===== src/rtl/cpa_pkg.sv =====
package cpa_pkg;

	// datapath widths
	localparam int POS_W    = 32;
	localparam int SUM_W    = 33;                 // clamped + offset
	localparam int INV_W    = 32;
	localparam int HALF_W   = 16;                 // inverse distance split for the multiply
	localparam int PP_W     = SUM_W + HALF_W + 1; // one partial product
	localparam int PROD_W   = SUM_W + INV_W + 1;  // full signed product
	localparam int RATIO_W  = 33;                 // tangent, Q10
	localparam int FRAC_SH  = 32;                 // product >> 32
	localparam int CW       = 56;                 // CORDIC x/y width
	localparam int Y_SH     = 20;                 // y0 = ratio * 2^20
	localparam int X0_SH    = 30;                 // x0 = 2^30
	localparam int ZW       = 30;                 // angle accumulator
	localparam int CENTRE_W = 30;
	localparam int ANGLE_W  = 32;
	localparam int ORIENT_W = 62;

	// small queue between front and back
	localparam int Q_DEPTH = 4;
	localparam int Q_AW    = $clog2(Q_DEPTH);
	localparam int Q_CW    = Q_AW + 1;

	// register map
	localparam int REG_IDX_W = 3;
	localparam logic [REG_IDX_W-1:0] REG_X_MIN    = 3'd0;
	localparam logic [REG_IDX_W-1:0] REG_X_MAX    = 3'd1;
	localparam logic [REG_IDX_W-1:0] REG_Y_MIN    = 3'd2;
	localparam logic [REG_IDX_W-1:0] REG_Y_MAX    = 3'd3;
	localparam logic [REG_IDX_W-1:0] REG_X_OFF    = 3'd4;
	localparam logic [REG_IDX_W-1:0] REG_Y_OFF    = 3'd5;
	localparam logic [REG_IDX_W-1:0] REG_INV_DIST = 3'd6;
	localparam logic [REG_IDX_W-1:0] REG_ORIENT   = 3'd7;

	typedef struct packed {
		logic signed [POS_W-1:0] x_min;
		logic signed [POS_W-1:0] x_max;
		logic signed [POS_W-1:0] y_min;
		logic signed [POS_W-1:0] y_max;
		logic signed [POS_W-1:0] x_off;
		logic signed [POS_W-1:0] y_off;
		logic        [INV_W-1:0] inv_dist;
		logic     [ORIENT_W-1:0] orient;
	} cpa_cfg_t;

	typedef struct packed {
		logic signed [RATIO_W-1:0] ratio;
		logic                      axis;
		logic                      clamped;
	} cpa_item_t;

	typedef struct packed {
		logic v_s1;
		logic v_s2;
	} cpa_front_stat_t;

	// atan(2^-i) * 2^27, rounded
	function automatic logic signed [ZW-1:0] atan_entry(input int i);
		logic signed [ZW-1:0] r;
		case (i)
			0: r = 30'sd105414357;
			1: r = 30'sd62229729;
			2: r = 30'sd32880480;
			3: r = 30'sd16690645;
			4: r = 30'sd8377711;
			5: r = 30'sd4192939;
			6: r = 30'sd2096981;
			7: r = 30'sd1048555;
			8: r = 30'sd524285;
			9: r = 30'sd262144;
			default: r = (i < 28) ? (ZW'(1) << (27 - i)) : '0;
		endcase
		return r;
	endfunction

endpackage


===== src/rtl/cpa_front.sv =====
module cpa_front (
	input  logic                    clk,
	input  logic                    arst_n,
	input  logic                    accept,
	input  logic                    axis_select,
	input  logic signed [31:0]      position,
	input  cpa_pkg::cpa_cfg_t       cfg,
	output logic                    push,
	output cpa_pkg::cpa_item_t      push_item,
	output cpa_pkg::cpa_front_stat_t stat
);
	import cpa_pkg::*;

	logic signed [POS_W-1:0]  lo, hi, off, lim;
	logic                     clamped;
	logic signed [SUM_W-1:0]  sum;

	logic                     v_s1, axis_s1, clamped_s1;
	logic signed [SUM_W-1:0]  sum_s1;

	logic                     v_s2, axis_s2, clamped_s2;
	logic signed [PP_W-1:0]   p_lo_s2, p_hi_s2;
	logic signed [PROD_W-1:0] prod;

	// clamp: min first, then max (inverted window keeps that order)
	always_comb begin
		lo  = axis_select ? cfg.y_min : cfg.x_min;
		hi  = axis_select ? cfg.y_max : cfg.x_max;
		off = axis_select ? cfg.y_off : cfg.x_off;
		if (position < lo) begin
			lim = lo;
		end else if (position > hi) begin
			lim = hi;
		end else begin
			lim = position;
		end
		clamped = (lim != position);
		sum     = SUM_W'(lim) + SUM_W'(off);
	end

	always_ff @(posedge clk or negedge arst_n) begin
		if (!arst_n) begin
			v_s1 <= 1'b0;
			v_s2 <= 1'b0;
		end else begin
			v_s1 <= accept;
			v_s2 <= v_s1;
		end
	end

	always_ff @(posedge clk) begin
		if (accept) begin
			sum_s1     <= sum;
			axis_s1    <= axis_select;
			clamped_s1 <= clamped;
		end
		if (v_s1) begin
			p_lo_s2    <= PP_W'(sum_s1)
			            * PP_W'($signed({1'b0, cfg.inv_dist[HALF_W-1:0]}));
			p_hi_s2    <= PP_W'(sum_s1)
			            * PP_W'($signed({1'b0, cfg.inv_dist[INV_W-1:HALF_W]}));
			axis_s2    <= axis_s1;
			clamped_s2 <= clamped_s1;
		end
	end

	// recombine halves; arithmetic >> 32 floors
	assign prod = (PROD_W'(p_hi_s2) <<< HALF_W) + PROD_W'(p_lo_s2);

	assign push              = v_s2;
	assign push_item.ratio   = prod[RATIO_W+FRAC_SH-1:FRAC_SH];
	assign push_item.axis    = axis_s2;
	assign push_item.clamped = clamped_s2;

	assign stat.v_s1 = v_s1;
	assign stat.v_s2 = v_s2;

endmodule


===== config.mk =====
export PLATFORM = sky130hd
export DESIGN_NAME = cpa_front
export DESIGN_NICKNAME = d
export VERILOG_FILES = /design/src/rtl/cpa_pkg.sv /design/src/rtl/cpa_front.sv
export SDC_FILE = /design/constraint.sdc
export NUM_CORES = 2
export LEC_CHECK = 0
export ABC_CLOCK_PERIOD_IN_PS = 7000
export BUFFER_PORTS_ARGS = -buffer_cell sky130_fd_sc_hd__buf_2
export CAP_MARGIN = 25
export CELL_PAD_IN_SITES_DETAIL_PLACEMENT = 0
export CELL_PAD_IN_SITES_GLOBAL_PLACEMENT = 1
export CORE_ASPECT_RATIO = 1.4
export CORE_MARGIN = 1
export CORE_UTILIZATION = 45
export CTS_CLUSTER_DIAMETER = 50
export DETAILED_ROUTE_END_ITERATION = 7
export GPL_TIMING_DRIVEN = 0
export PLACE_DENSITY = 0.84
export SETUP_SLACK_MARGIN = 0.4
export SLEW_MARGIN = 20
export SYNTH_ARGS = -nofsm -noshare
export SYNTH_HDL_FRONTEND = slang
export SYNTH_SLANG_ARGS = --single-unit

===== constraint.sdc =====
create_clock -name clk -period 7 [get_ports clk]
set_input_delay 0.7 -clock clk [delete_from_list [all_inputs] [get_ports clk]]
set_output_delay 0.7 -clock clk [all_outputs]
set_load 0.01 [all_outputs]

==> flow_summary.ini <==
[min_path]
holdPathStages = 0
holdPathEnd = clamped_s2$_DFFE_PP_
hold_class = reg2reg
hp-start = clamped_s1$_DFFE_PP_

[setup_path]
cp_data_required_time_ns = 7.25
r2r_end = p_lo_s2[48]$_DFFE_PP_
cp_max_fo = 10
cp-start-kind = input port
rr_worst_depth = 26
r2r_start = sum_s1[15]$_DFFE_PP_
cp-end-kind = register
r2r_slack_ns = -0.20
crit_type = in2reg
cp_data_arrival_time_ns = 7.45

[placed_design]
post-place-ws_ns = -2.36
gp_congestion = 1.03
io_buffers = 296
place_area_um2 = 49900
dp_hpwl_mm = 143
placedCellCount = 6767

[synth]
netlist_top_cells_area = fa_1 (43%), ha_1 (10%), inv_1 (9.4%)
synth_top_area_share_pct = 42.9
syn_inst = 5129
synthesis.area_um2 = 46700
synthArstFlopShare_pct = 1.64
syn_nets = 6826
yosysTopAreaCell = fa_1
synth-edff-count = 120
ys_ff_latch = 122
syn_area_per_cell_um2 = 9.10
synth_warnings = 0
synthFlopType = edfxtp_1
yosysSeqAreaShare_pct = 7.83
ys_types = 75

[global_routing]
grt_pass1_wl_mm = 253
grt_max_degree = 57
antenna_found_initial = 12
grtUsageTotal_pct = 33.4
first_global_vias = 42200
grt_overflow = 0

[final_layout]
fin_area_um2 = 54700
final_cell_mix = inv_1 (1,152), fa_1 (967), nand2_1 (728)
finalNonFillerCells = 6981
multi_input_area_um2 = 39300
final_core_util_pct = 53.4
nets = 7317
seqCellArea_um2 = 3660
syn_to_final_growth_pct = 17.3
final_common_cell = inv_1
drive_above_1_share_pct = 17.3
fillers = 9404

[routing]
vias = 38200
drc = 20
wl_per_cell_um = 24.3
drt_pre_antenna_iters = 8
ant_nets = 0
drt-initial-drc-count = 2269
wirelength_mm = 169
via_per_inst = 5.47

[floorplan]
num_rows = 139
die-area_um2 = 105000
die_w_um = 274
start_util_pct = 45.5
core_area_um2 = 103000
die_h_um = 383
num_io_pins = 360

[cts]
clkSinkCount = 122
cts.path.max_buffers = 2
insertion_delay_ns = 0.50
clk_transition_reported_paths_ns = 0.06
h-tree-depth = 4
cts-buffers-inserted = 17
ctsRootBufferMaster = clkbuf_16
cts_tree = done

[sta]
maxSlewHeadroom_pct = 33.5
drv_slew = 0
fmax_mhz = 139
hold_viol = 0
rsz0062_at_grt = yes
tightest_slew_ns = 0.969
finalWorstSetupSlack_ns = -0.203
fin_skew_ns = 0.0144
post-route-period-util_pct = 103
period_needed_ns = 7.20
setup_violations = 7

[status]
violations = DRC, setup timing
status = complete, but fails checks

[job]
maxCapViolations = 0
==> routing by layer <==
layer / share of wire [%] / track usage, % / vias to the layer above
li1: - / - / 16500
met3: 5.7 / 5.35 / 693
met4: 12 / 32.9 / 6
met1: 32 / 32.8 / 19300
met5: 0.021 / 0 / -
met2: 50 / 58.7 / 1667
==> logic make-up after synthesis <==
kind of cell | count (synthesis) | synth area share (%)
XOR/XNOR | 208 | 3.90
flip-flops | 122 | 7.83
buffers and inverters | 1403 | 11.3
adder cells (fa/ha/maj) | 1375 | 53.0
AO/OA/AOI/OAI | 486 | 6.89
AND/OR/NAND/NOR | 1407 | 14.2
multiplexers | 128 | 2.84
==> stage by stage <==
step           hold slack, ns  TNS (ns)
5_1_grt                 0.424     -2.16
4_1_cts                 0.373    -0.225
3_5_place_dp            0.406    -74.69
3_3_place_gp            0.405    -77.19
6_report                0.425    -0.827
2_1_floorplan           0.400         0
==> sequential cells by signal, summed over array words and instances (netlist names) <==
name        cells
axis_s1         1
axis_s2         1
clamped_s1      1
clamped_s2      1
p_hi_s2        49
p_lo_s2        34
push            1
sum_s1         33
v_s1            1
==> final cells by class <==
cell class / count / share of cell area (%)
Clock buffer: 17 / 0.777
Multi-Input combinational cell: 3604 / 71.8
Buffer: 230 / 3.65
Inverter: 1172 / 8.04
Antenna cell: 9 / 0.0411
Sequential cell: 122 / 6.68
Clock inverter: 15 / 0.279
Timing Repair Buffer: 473 / 5.70
Tap cell: 1339 / 3.06
==> Yosys cell counts (77+ instances only) <==
cell type,number
a21oi_1,160
o21ai_0,77
inv_1,1172
xnor2_1,140
fa_1,1000
ha_1,375
nor2_1,112
mux2i_1,92
edfxtp_1,120
clkbuf_1,211
a21o_1,86
and2_1,391
nand2_1,738
==> worst max-delay path by stage <==
stage | slack [ns] | endpoint | from
6_report | -0.20 | p_lo_s2[48]$_DFFE_PP_ | cfg[72]
4_1_cts | -0.11 | p_lo_s2[49]$_DFFE_PP_ | sum_s1[25]$_DFFE_PP_
3_3_place_gp | -2.45 | sum_s1[32]$_DFFE_PP_ | axis_select
5_1_grt | -0.34 | p_lo_s2[48]$_DFFE_PP_ | sum_s1[19]$_DFFE_PP_
2_1_floorplan | 0.39 | sum_s1[32]$_DFFE_PP_ | axis_select
3_5_place_dp | -2.36 | sum_s1[32]$_DFFE_PP_ | axis_select
==> timing repair <==
action	4_1_cts	5_1_grt
endpoints found under the hold margin	2	0
pin swaps	122	76
hold buffers	1	0
endpoints found under the setup margin	88	49
gates cloned	1	0
buffers inserted	142	30
gates resized for setup	605	159
==> worst max-delay path: stages <==
cell and delay [ns]:
buf_2 0.27, clkbuf_2 0.33, nand2_1 0.11, fa_1 0.49, inv_1 0.06, fa_1 0.55, fa_1 0.45, fa_1 0.51
fa_1 0.56, inv_1 0.07, fa_1 0.49, inv_1 0.04, ha_1 0.29, clkbuf_8 0.15, nand4_1 0.14, nor3_4 0.07
a221o_1 0.37, a2111oi_4 0.32, buf_4 0.20, nor3b_4 0.05, buf_12 0.15, a31o_4 0.25, a211o_1 0.33, buf_4 0.16
xor2_2 0.15, buf_6 0.16
Power is left out: the tool's default activity adds up to more than one toggle a clock period on the data nets, which glitch-free logic cannot reach.
