===== config.mk =====
export PLATFORM = sky130hd
export DESIGN_NAME = cpa_queue
export DESIGN_NICKNAME = d
export VERILOG_FILES = /design/src/rtl/cpa_pkg.sv /design/src/rtl/cpa_queue.sv
export SDC_FILE = /design/constraint.sdc
export NUM_CORES = 1
export LEC_CHECK = 0
export ABC_AREA = 1
export ABC_CLOCK_PERIOD_IN_PS = 5700
export BUFFER_PORTS_ARGS = -buffer_cell sky130_fd_sc_hd__buf_4
export CAP_MARGIN = 10
export CORE_MARGIN = 3
export CORE_UTILIZATION = 60
export CTS_CLUSTER_DIAMETER = 30
export DETAILED_ROUTE_END_ITERATION = 16
export PLACE_DENSITY = 0.93
export SETUP_SLACK_MARGIN = 0.1
export SKIP_LAST_GASP = 1
export SYNTH_ARGS = -nofsm -noshare
export SYNTH_HDL_FRONTEND = slang
export SYNTH_SLANG_ARGS = --single-unit

===== constraint.sdc =====
create_clock -name clk -period 5.7 [get_ports clk]
set_input_delay 1.14 -clock clk [delete_from_list [all_inputs] [get_ports clk]]
set_output_delay 1.14 -clock clk [all_outputs]
set_load 0.05 [all_outputs]

===== src/rtl/cpa_pkg.sv =====
package cpa_pkg;

	// datapath widths
	localparam int POS_W    = 32;
	localparam int SUM_W    = 33;                 // clamped + offset
	localparam int INV_W    = 32;
	localparam int HALF_W   = 16;                 // inverse distance split for the multiply
	localparam int PP_W     = SUM_W + HALF_W + 1; // one partial product
	localparam int PROD_W   = SUM_W + INV_W + 1;  // full signed product
	localparam int RATIO_W  = 33;                 // tangent, Q10
	localparam int FRAC_SH  = 32;                 // product >> 32
	localparam int CW       = 56;                 // CORDIC x/y width
	localparam int Y_SH     = 20;                 // y0 = ratio * 2^20
	localparam int X0_SH    = 30;                 // x0 = 2^30
	localparam int ZW       = 30;                 // angle accumulator
	localparam int CENTRE_W = 30;
	localparam int ANGLE_W  = 32;
	localparam int ORIENT_W = 62;

	// small queue between front and back
	localparam int Q_DEPTH = 4;
	localparam int Q_AW    = $clog2(Q_DEPTH);
	localparam int Q_CW    = Q_AW + 1;

	// register map
	localparam int REG_IDX_W = 3;
	localparam logic [REG_IDX_W-1:0] REG_X_MIN    = 3'd0;
	localparam logic [REG_IDX_W-1:0] REG_X_MAX    = 3'd1;
	localparam logic [REG_IDX_W-1:0] REG_Y_MIN    = 3'd2;
	localparam logic [REG_IDX_W-1:0] REG_Y_MAX    = 3'd3;
	localparam logic [REG_IDX_W-1:0] REG_X_OFF    = 3'd4;
	localparam logic [REG_IDX_W-1:0] REG_Y_OFF    = 3'd5;
	localparam logic [REG_IDX_W-1:0] REG_INV_DIST = 3'd6;
	localparam logic [REG_IDX_W-1:0] REG_ORIENT   = 3'd7;

	typedef struct packed {
		logic signed [POS_W-1:0] x_min;
		logic signed [POS_W-1:0] x_max;
		logic signed [POS_W-1:0] y_min;
		logic signed [POS_W-1:0] y_max;
		logic signed [POS_W-1:0] x_off;
		logic signed [POS_W-1:0] y_off;
		logic        [INV_W-1:0] inv_dist;
		logic     [ORIENT_W-1:0] orient;
	} cpa_cfg_t;

	typedef struct packed {
		logic signed [RATIO_W-1:0] ratio;
		logic                      axis;
		logic                      clamped;
	} cpa_item_t;

	typedef struct packed {
		logic v_s1;
		logic v_s2;
	} cpa_front_stat_t;

	// atan(2^-i) * 2^27, rounded
	function automatic logic signed [ZW-1:0] atan_entry(input int i);
		logic signed [ZW-1:0] r;
		case (i)
			0: r = 30'sd105414357;
			1: r = 30'sd62229729;
			2: r = 30'sd32880480;
			3: r = 30'sd16690645;
			4: r = 30'sd8377711;
			5: r = 30'sd4192939;
			6: r = 30'sd2096981;
			7: r = 30'sd1048555;
			8: r = 30'sd524285;
			9: r = 30'sd262144;
			default: r = (i < 28) ? (ZW'(1) << (27 - i)) : '0;
		endcase
		return r;
	endfunction

endpackage


===== src/rtl/cpa_queue.sv =====
module cpa_queue (
	input  logic                       clk,
	input  logic                       arst_n,
	input  logic                       push,
	input  cpa_pkg::cpa_item_t         push_item,
	output logic                       pop,
	output cpa_pkg::cpa_item_t         pop_item,
	output logic [cpa_pkg::Q_CW-1:0]   count
);
	import cpa_pkg::*;

	cpa_item_t        mem_q [Q_DEPTH];
	logic [Q_AW-1:0]  wr_ptr_q, rd_ptr_q;
	logic [Q_CW-1:0]  count_q;

	// back end never stalls: drain whenever something is held
	assign pop      = (count_q != '0);
	assign pop_item = mem_q[rd_ptr_q];
	assign count    = count_q;

	always_ff @(posedge clk or negedge arst_n) begin
		if (!arst_n) begin
			wr_ptr_q <= '0;
			rd_ptr_q <= '0;
			count_q  <= '0;
		end else begin
			if (push) begin
				wr_ptr_q <= wr_ptr_q + Q_AW'(1);
			end
			if (pop) begin
				rd_ptr_q <= rd_ptr_q + Q_AW'(1);
			end
			count_q <= count_q + Q_CW'(push) - Q_CW'(pop);
		end
	end

	always_ff @(posedge clk) begin
		if (push) begin
			mem_q[wr_ptr_q] <= push_item;
		end
	end

endmodule


==> impl_metrics.json, run 1 <==
{
  "largest_net_degree_at_the_start_of_global_routing": 73,
  "detailedRoute.firstPassIterationCount": 5,
  "synth_cell_types": 16,
  "dp.final_hpwl_um": 7770,
  "initial_utilization_pct": 63.2,
  "port-buffer-count": 76,
  "avgSynthCellArea_um2": 10.6,
  "ios": 77,
  "criticalPathCategory": "reg -> out",
  "synth_top_area_share_pct": 66.2,
  "clkLatencyLatePin_ns": 0.52,
  "mappedNetlistNets": 645,
  "p_total_w": 0.00460,
  "worst_ep_required_time_ns": 4.56,
  "grt_pass1_vias": 4310,
  "antenna_violating_nets_post_route": 0,
  "powerDensity_nw_per_um2": 612,
  "place_inst": 792,
  "timing.final.max_slew_violations": 0,
  "power_leakage_nw": 3.54,
  "core_region_area_um2": 10000,
  "routed_wire_length_um": 13000,
  "drive_gt1_share_pct": 15.8,
  "final_nets": 723,
  "cts.sink_count": 147,
  "die_h_um": 109,
  "startpoint_type": "flop",
  "first_pass_grt_wire_length_um": 20500,
  "diodes": 0,
  "finalSetupViolations": 0,
  "globalRoute.totalOverflow": 0,
  "status": "finished, final reports clean",
  "ys_top_cells_by_area": "edfxtp_1, nand2_1, inv_1, nand3_1, dfrtp_1",
  "grt_antenna_before_repair": 0,
  "cp.arrival_ns": 2.52,
  "post-synth-top-count-cell": "nand2_1",
  "vias": 4233,
  "worst_slew_pin_slew_ns": 0.897,
  "regToRegSetupSlack_ns": 3.52,
  "numCtsBuffers": 17,
  "die_area_um2": 11800,
  "synth.yosys.warnings": 0,
  "worst-path-max-fanout": 72,
  "cts_root_buf": "clkbuf_8",
  "min_period_ns": 3.66,
  "setup_tns_ns": 0,
  "worstReg2RegEnd": "mem_q[0][5]$_DFFE_PP_",
  "clkSlewWorstSetupHoldPaths_ns": 0.06,
  "cts_repair_resize_count": 0,
  "irDropWorstVdd_mv": 0.429,
  "placementRows": 36,
  "drt_iter0_markers": 297,
  "timing.clock.skew_ns": 0.00609,
  "grt_usage_pct": 23.3,
  "rsz_0062_raised_after_global_routing": "false",
  "synth.ff_latch_count": 147,
  "synth_async_sr_flop_share_pct": 4.76,
  "cts_htree_levels": 4,
  "syn_to_final_growth_pct": 18.3,
  "crit-reg2reg-launch": "wr_ptr_q[0]$_DFFE_PN0P_",
  "tritoncts": "yes",
  "post_drt_via_cell_ratio": 5.14,
  "synth_cells": 600,
  "r2r_cells": 5,
  "hold_violations": 0,
  "cts_hold_buf": 0,
  "ys_dominant_reg_cell": "edfxtp_1",
  "fmaxAchievable_mhz": 273,
  "post-cts-setup-buffer-count": 0,
  "wire_per_inst_um": 15.8,
  "fin_cells": 824,
  "drv_cap": 0,
  "final.hold.worst_slack_ns": 0.417,
  "tightest_hold_check_type": "in -> async",
  "die-width_um": 109,
  "gp_congestion": 0.765,
  "synth_enable_flop_cells": 140,
  "finalCritPeriodShare_pct": 64.2,
  "seq_area_frac_synth_pct": 69.0,
  "synth.cell_area_um2": 6350,
  "worst_slew_margin_rel_pct": 40.2,
  "drcViolationCount": 0,
  "post_synth_most_frequent_cells": "nand2_1, inv_1, edfxtp_1",
  "worstSetupEndpointType": "output port",
  "clock_tree.buffer_depth": 2,
  "synth_top_cell_by_area": "edfxtp_1"
}
## layout make-up
type | instances | area, um^2
Sequential cell | 147 | 4380
Tap cell | 133 | 166
Clock inverter | 4 | 72.6
Clock buffer | 28 | 485
Multi-Input combinational cell | 276 | 1200
Inverter | 154 | 583
Fill cell | 630 | 2540
Timing Repair Buffer | 82 | 616
## state kept, by name, indices dropped and copies added (netlist names)
name      count
rd_ptr_q      2
wr_ptr_q      2
count         3
mem_q       140
## kinds of logic after synthesis
logic type | count (synthesis) | share of synthesized area (%)
flip-flops | 147 | 69.0
AND/OR/NAND/NOR | 267 | 17.2
XOR/XNOR | 1 | 0.138
adder cells (fa/ha/maj) | 7 | 1.50
buffers and inverters | 177 | 12.1
AO/OA/AOI/OAI | 1 | 0.0788
## metal layers
metal	global-route usage (%)	vias to the layer above	routed length, um
met5	0	-	0
met4	8.03	0	164
met3	6.99	18	1020
met2	40.9	176	6880
met1	27.4	2026	4930
li1	-	2013	-
## worst max-delay path, stage by stage, from the launching register on
cell and delay (ns):
dfrtp_2 0.95, inv_6 0.41, nand2_1 0.17, nand3_1 0.09
nand2_1 0.14, buf_4 0.21
## cells in the final DEF (no fill, tap or decap), types with 2 or more instances in the layout
| master | netlist | layout |
|---|---|---|
| buf_4 | 10 | 82 |
| bufinv_16 | 0 | 2 |
| clkbuf_1 | 1 | 8 |
| clkbuf_16 | 0 | 16 |
| clkbuf_8 | 0 | 4 |
| clkinv_1 | 0 | 4 |
| dfrtp_1 | 7 | 6 |
| edfxtp_1 | 140 | 140 |
| ha_1 | 6 | 6 |
| inv_1 | 152 | 148 |
| nand2_1 | 193 | 193 |
| nand3_1 | 73 | 73 |
## worst max-delay path by stage
| stage | from | to | slack [ns] | cells past startpoint |
|---|---|---|---|---|
| floorplan | count[1]$_DFF_PN0_ | count[2]$_DFF_PN0_ | 3.18 | 10 |
| global placement | rd_ptr_q[0]$_DFFE_PN0N_ | pop_item[33] | 2.70 | 5 |
| detailed placement | rd_ptr_q[0]$_DFFE_PN0N_ | pop_item[29] | 2.62 | 5 |
| CTS | rd_ptr_q[0]$_DFFE_PN0N_ | pop_item[25] | 2.03 | 5 |
| global route | rd_ptr_q[0]$_DFFE_PN0N_ | pop_item[17] | 1.86 | 5 |
| finish | rd_ptr_q[0]$_DFFE_PN0N_ | pop_item[25] | 2.04 | 5 |
## through the flow
stage | worst slack, ns | util, % | cell area, um^2
after global routing | 1.86 | 74.7 | 7510
after floorplan | 3.18 | - | 6350
after CTS | 2.03 | 74.7 | 7510
after detailed placement | 2.62 | 69.2 | 6950
after global placement | 2.70 | 69.2 | 6950
final | 2.04 | 74.7 | 7510
## report_power, final
part           leakage, nW  internal (W)  switching [W]  total [W]
sequential            1.37       0.00142       0.000117    0.00154
combinational         1.91      0.000531        0.00148    0.00201
clock                0.268      0.000658       0.000388    0.00105
No activity file was read; power rests on OpenSTA's default activity.
==> inputs of run 2 (changes only) <==
- ABC_CLOCK_PERIOD_IN_PS: 5700 -> 3020
- CORE_UTILIZATION: 60 -> 52
- PLACE_DENSITY: 0.93 -> 0.86
- clock period: 5.7 -> 3.02 ns (I/O delays scaled with it)
==> impl_metrics.json, run 2 (synthesis results as in run 1) <==
{
  "worstReg2RegEnd": "count[2]$_DFF_PN0_",
  "post_drt_via_cell_ratio": 4.95,
  "startpoint": "rd_ptr_q[0]$_DFFE_PN0N_",
  "vias": 4116,
  "drive_gt1_share_pct": 16.9,
  "top_register": "mem_q",
  "cts_root_buf": "clkbuf_16",
  "fmaxAchievable_mhz": 364,
  "cts.sink_count": 147,
  "largest_net_degree_at_the_start_of_global_routing": 73,
  "clock_tree.buffer_depth": 2,
  "tightest_hold_check_type": "in -> reg",
  "tritoncts": "yes",
  "worst_slew_margin_rel_pct": 40.3,
  "worstHoldPathCells": 1,
  "routed_wire_length_um": 12100,
  "dp.final_hpwl_um": 7170,
  "clkLatencyLatePin_ns": 0.41,
  "setup_tns_ns": 0,
  "grt_pass1_vias": 4138,
  "cp.arrival_ns": 2.14,
  "final_nets": 720,
  "grt_antenna_before_repair": 0,
  "timing.final.max_slew_violations": 0,
  "seq_area_um2": 4380,
  "grt_usage_pct": 19.2,
  "diodes": 0,
  "initial_utilization_pct": 54.4,
  "powerDensity_nw_per_um2": 1140,
  "power_leakage_nw": 3.53,
  "worst_slew_pin_slew_ns": 0.895,
  "r2r_cells": 10,
  "min_period_ns": 2.75,
  "die_area_um2": 13600,
  "cts_htree_levels": 4,
  "drcViolationCount": 0,
  "startpoint_type": "flop",
  "core_region_area_um2": 11700,
  "timing.clock.skew_ns": 0.00730,
  "drt_iter0_markers": 292,
  "mostFrequentLayoutCell": "nand2_1",
  "port-buffer-count": 76,
  "numCtsBuffers": 17,
  "cts_hold_buf": 1,
  "irDropWorstVdd_mv": 0.830,
  "gp_congestion": 0.732,
  "finalCritPeriodShare_pct": 90.9,
  "cts_repair_resize_count": 0,
  "nFillCells": 864,
  "worst_ep_required_time_ns": 2.42,
  "worst-path-max-fanout": 72,
  "status": "finished, final reports clean",
  "first_pass_grt_wire_length_um": 19300,
  "multi_input_comb_area_um2": 1200,
  "ios": 77,
  "post-cts-setup-buffer-count": 0,
  "worstSetupEndpointType": "output port",
  "globalRoute.totalOverflow": 0,
  "finalSetupViolations": 0,
  "timing.critical_path.to": "pop_item[14]",
  "regToRegSetupSlack_ns": 0.93,
  "largest_reg_flops": 140,
  "syn_to_final_growth_pct": 18.1,
  "detailedRoute.firstPassIterationCount": 5,
  "die_h_um": 116,
  "clkSlewWorstSetupHoldPaths_ns": 0.06,
  "die-width_um": 116,
  "drv_cap": 0,
  "final_core_utilization_pct": 64.3,
  "rsz_0062_raised_after_global_routing": "false",
  "criticalPathCategory": "reg -> out",
  "layout_common_cells": "nand2_1, inv_1, edfxtp_1",
  "wire_per_inst_um": 14.6,
  "placementRows": 39,
  "crit-reg2reg-launch": "count[1]$_DFF_PN0_",
  "antenna_violating_nets_post_route": 0,
  "hold_violations": 0
}
==> run 2: cell types whose count changed in the layout (fill, tap and decap cells not counted), sizes merged <==
cell / delta
buf: -4
bufinv: -1
clkbuf: -10
clkinv: +2
clkinvlp: +4
dlygate4sd3: +1
inv: +5
==> run 2: critical path: stages, from the launching register on <==
cell and delay (ns):
dfrtp_2 0.77, inv_6 0.36, nand2_1 0.16, nand3_1 0.08, nand2_1 0.12, buf_4 0.21
==> run 2: layout make-up <==
| type | instances | share of cell area [%] |
|---|---|---|
| clock buffers | 18 | 5.72 |
| clock inverters | 14 | 1.52 |
| multi-input cells | 276 | 16.0 |
| repair buffers | 79 | 8.11 |
| inverters | 154 | 7.78 |
| well taps | 143 | 2.39 |
| flip-flops and latches | 147 | 58.4 |
==> run 2: per-layer routing <==
layer | global-route usage [%] | wire length [um]
met3 | 6.11 | 725
met1 | 22.1 | 4940
met5 | 0 | 0
met2 | 33.1 | 6270
met4 | 8.12 | 199
==> run 2: through the flow <==
step	std cells	instance area [um^2]	setup slack, ns	hold slack, ns	power, W
floorplan	600	6350	0.504	0.308	0.00573
global placement	798	6940	0.783	0.421	0.00661
detailed placement	798	6940	0.749	0.425	0.00673
CTS	831	7500	0.299	0.371	0.00861
global route	831	7500	0.131	0.363	0.00904
finish	831	7500	0.274	0.386	0.00857
==> run 2: how the worst min path moves through the flow <==
stage / from / to / slack, ns
floorplan: arst_n / count[0]$_DFF_PN0_ / 0.31
global placement: arst_n / wr_ptr_q[1]$_DFFE_PN0P_ / 0.42
detailed placement: arst_n / count[0]$_DFF_PN0_ / 0.43
CTS: push_item[0] / mem_q[2][0]$_DFFE_PP_ / 0.37
global route: push_item[24] / mem_q[0][24]$_DFFE_PP_ / 0.36
finish: push_item[26] / mem_q[0][26]$_DFFE_PP_ / 0.39
==> run 2: power breakdown <==
group | internal (W) | switching [W]
clock | 0.00112 | 0.000776
combinational | 0.00101 | 0.00279
sequential | 0.00269 | 0.000187
total | 0.00482 | 0.00375
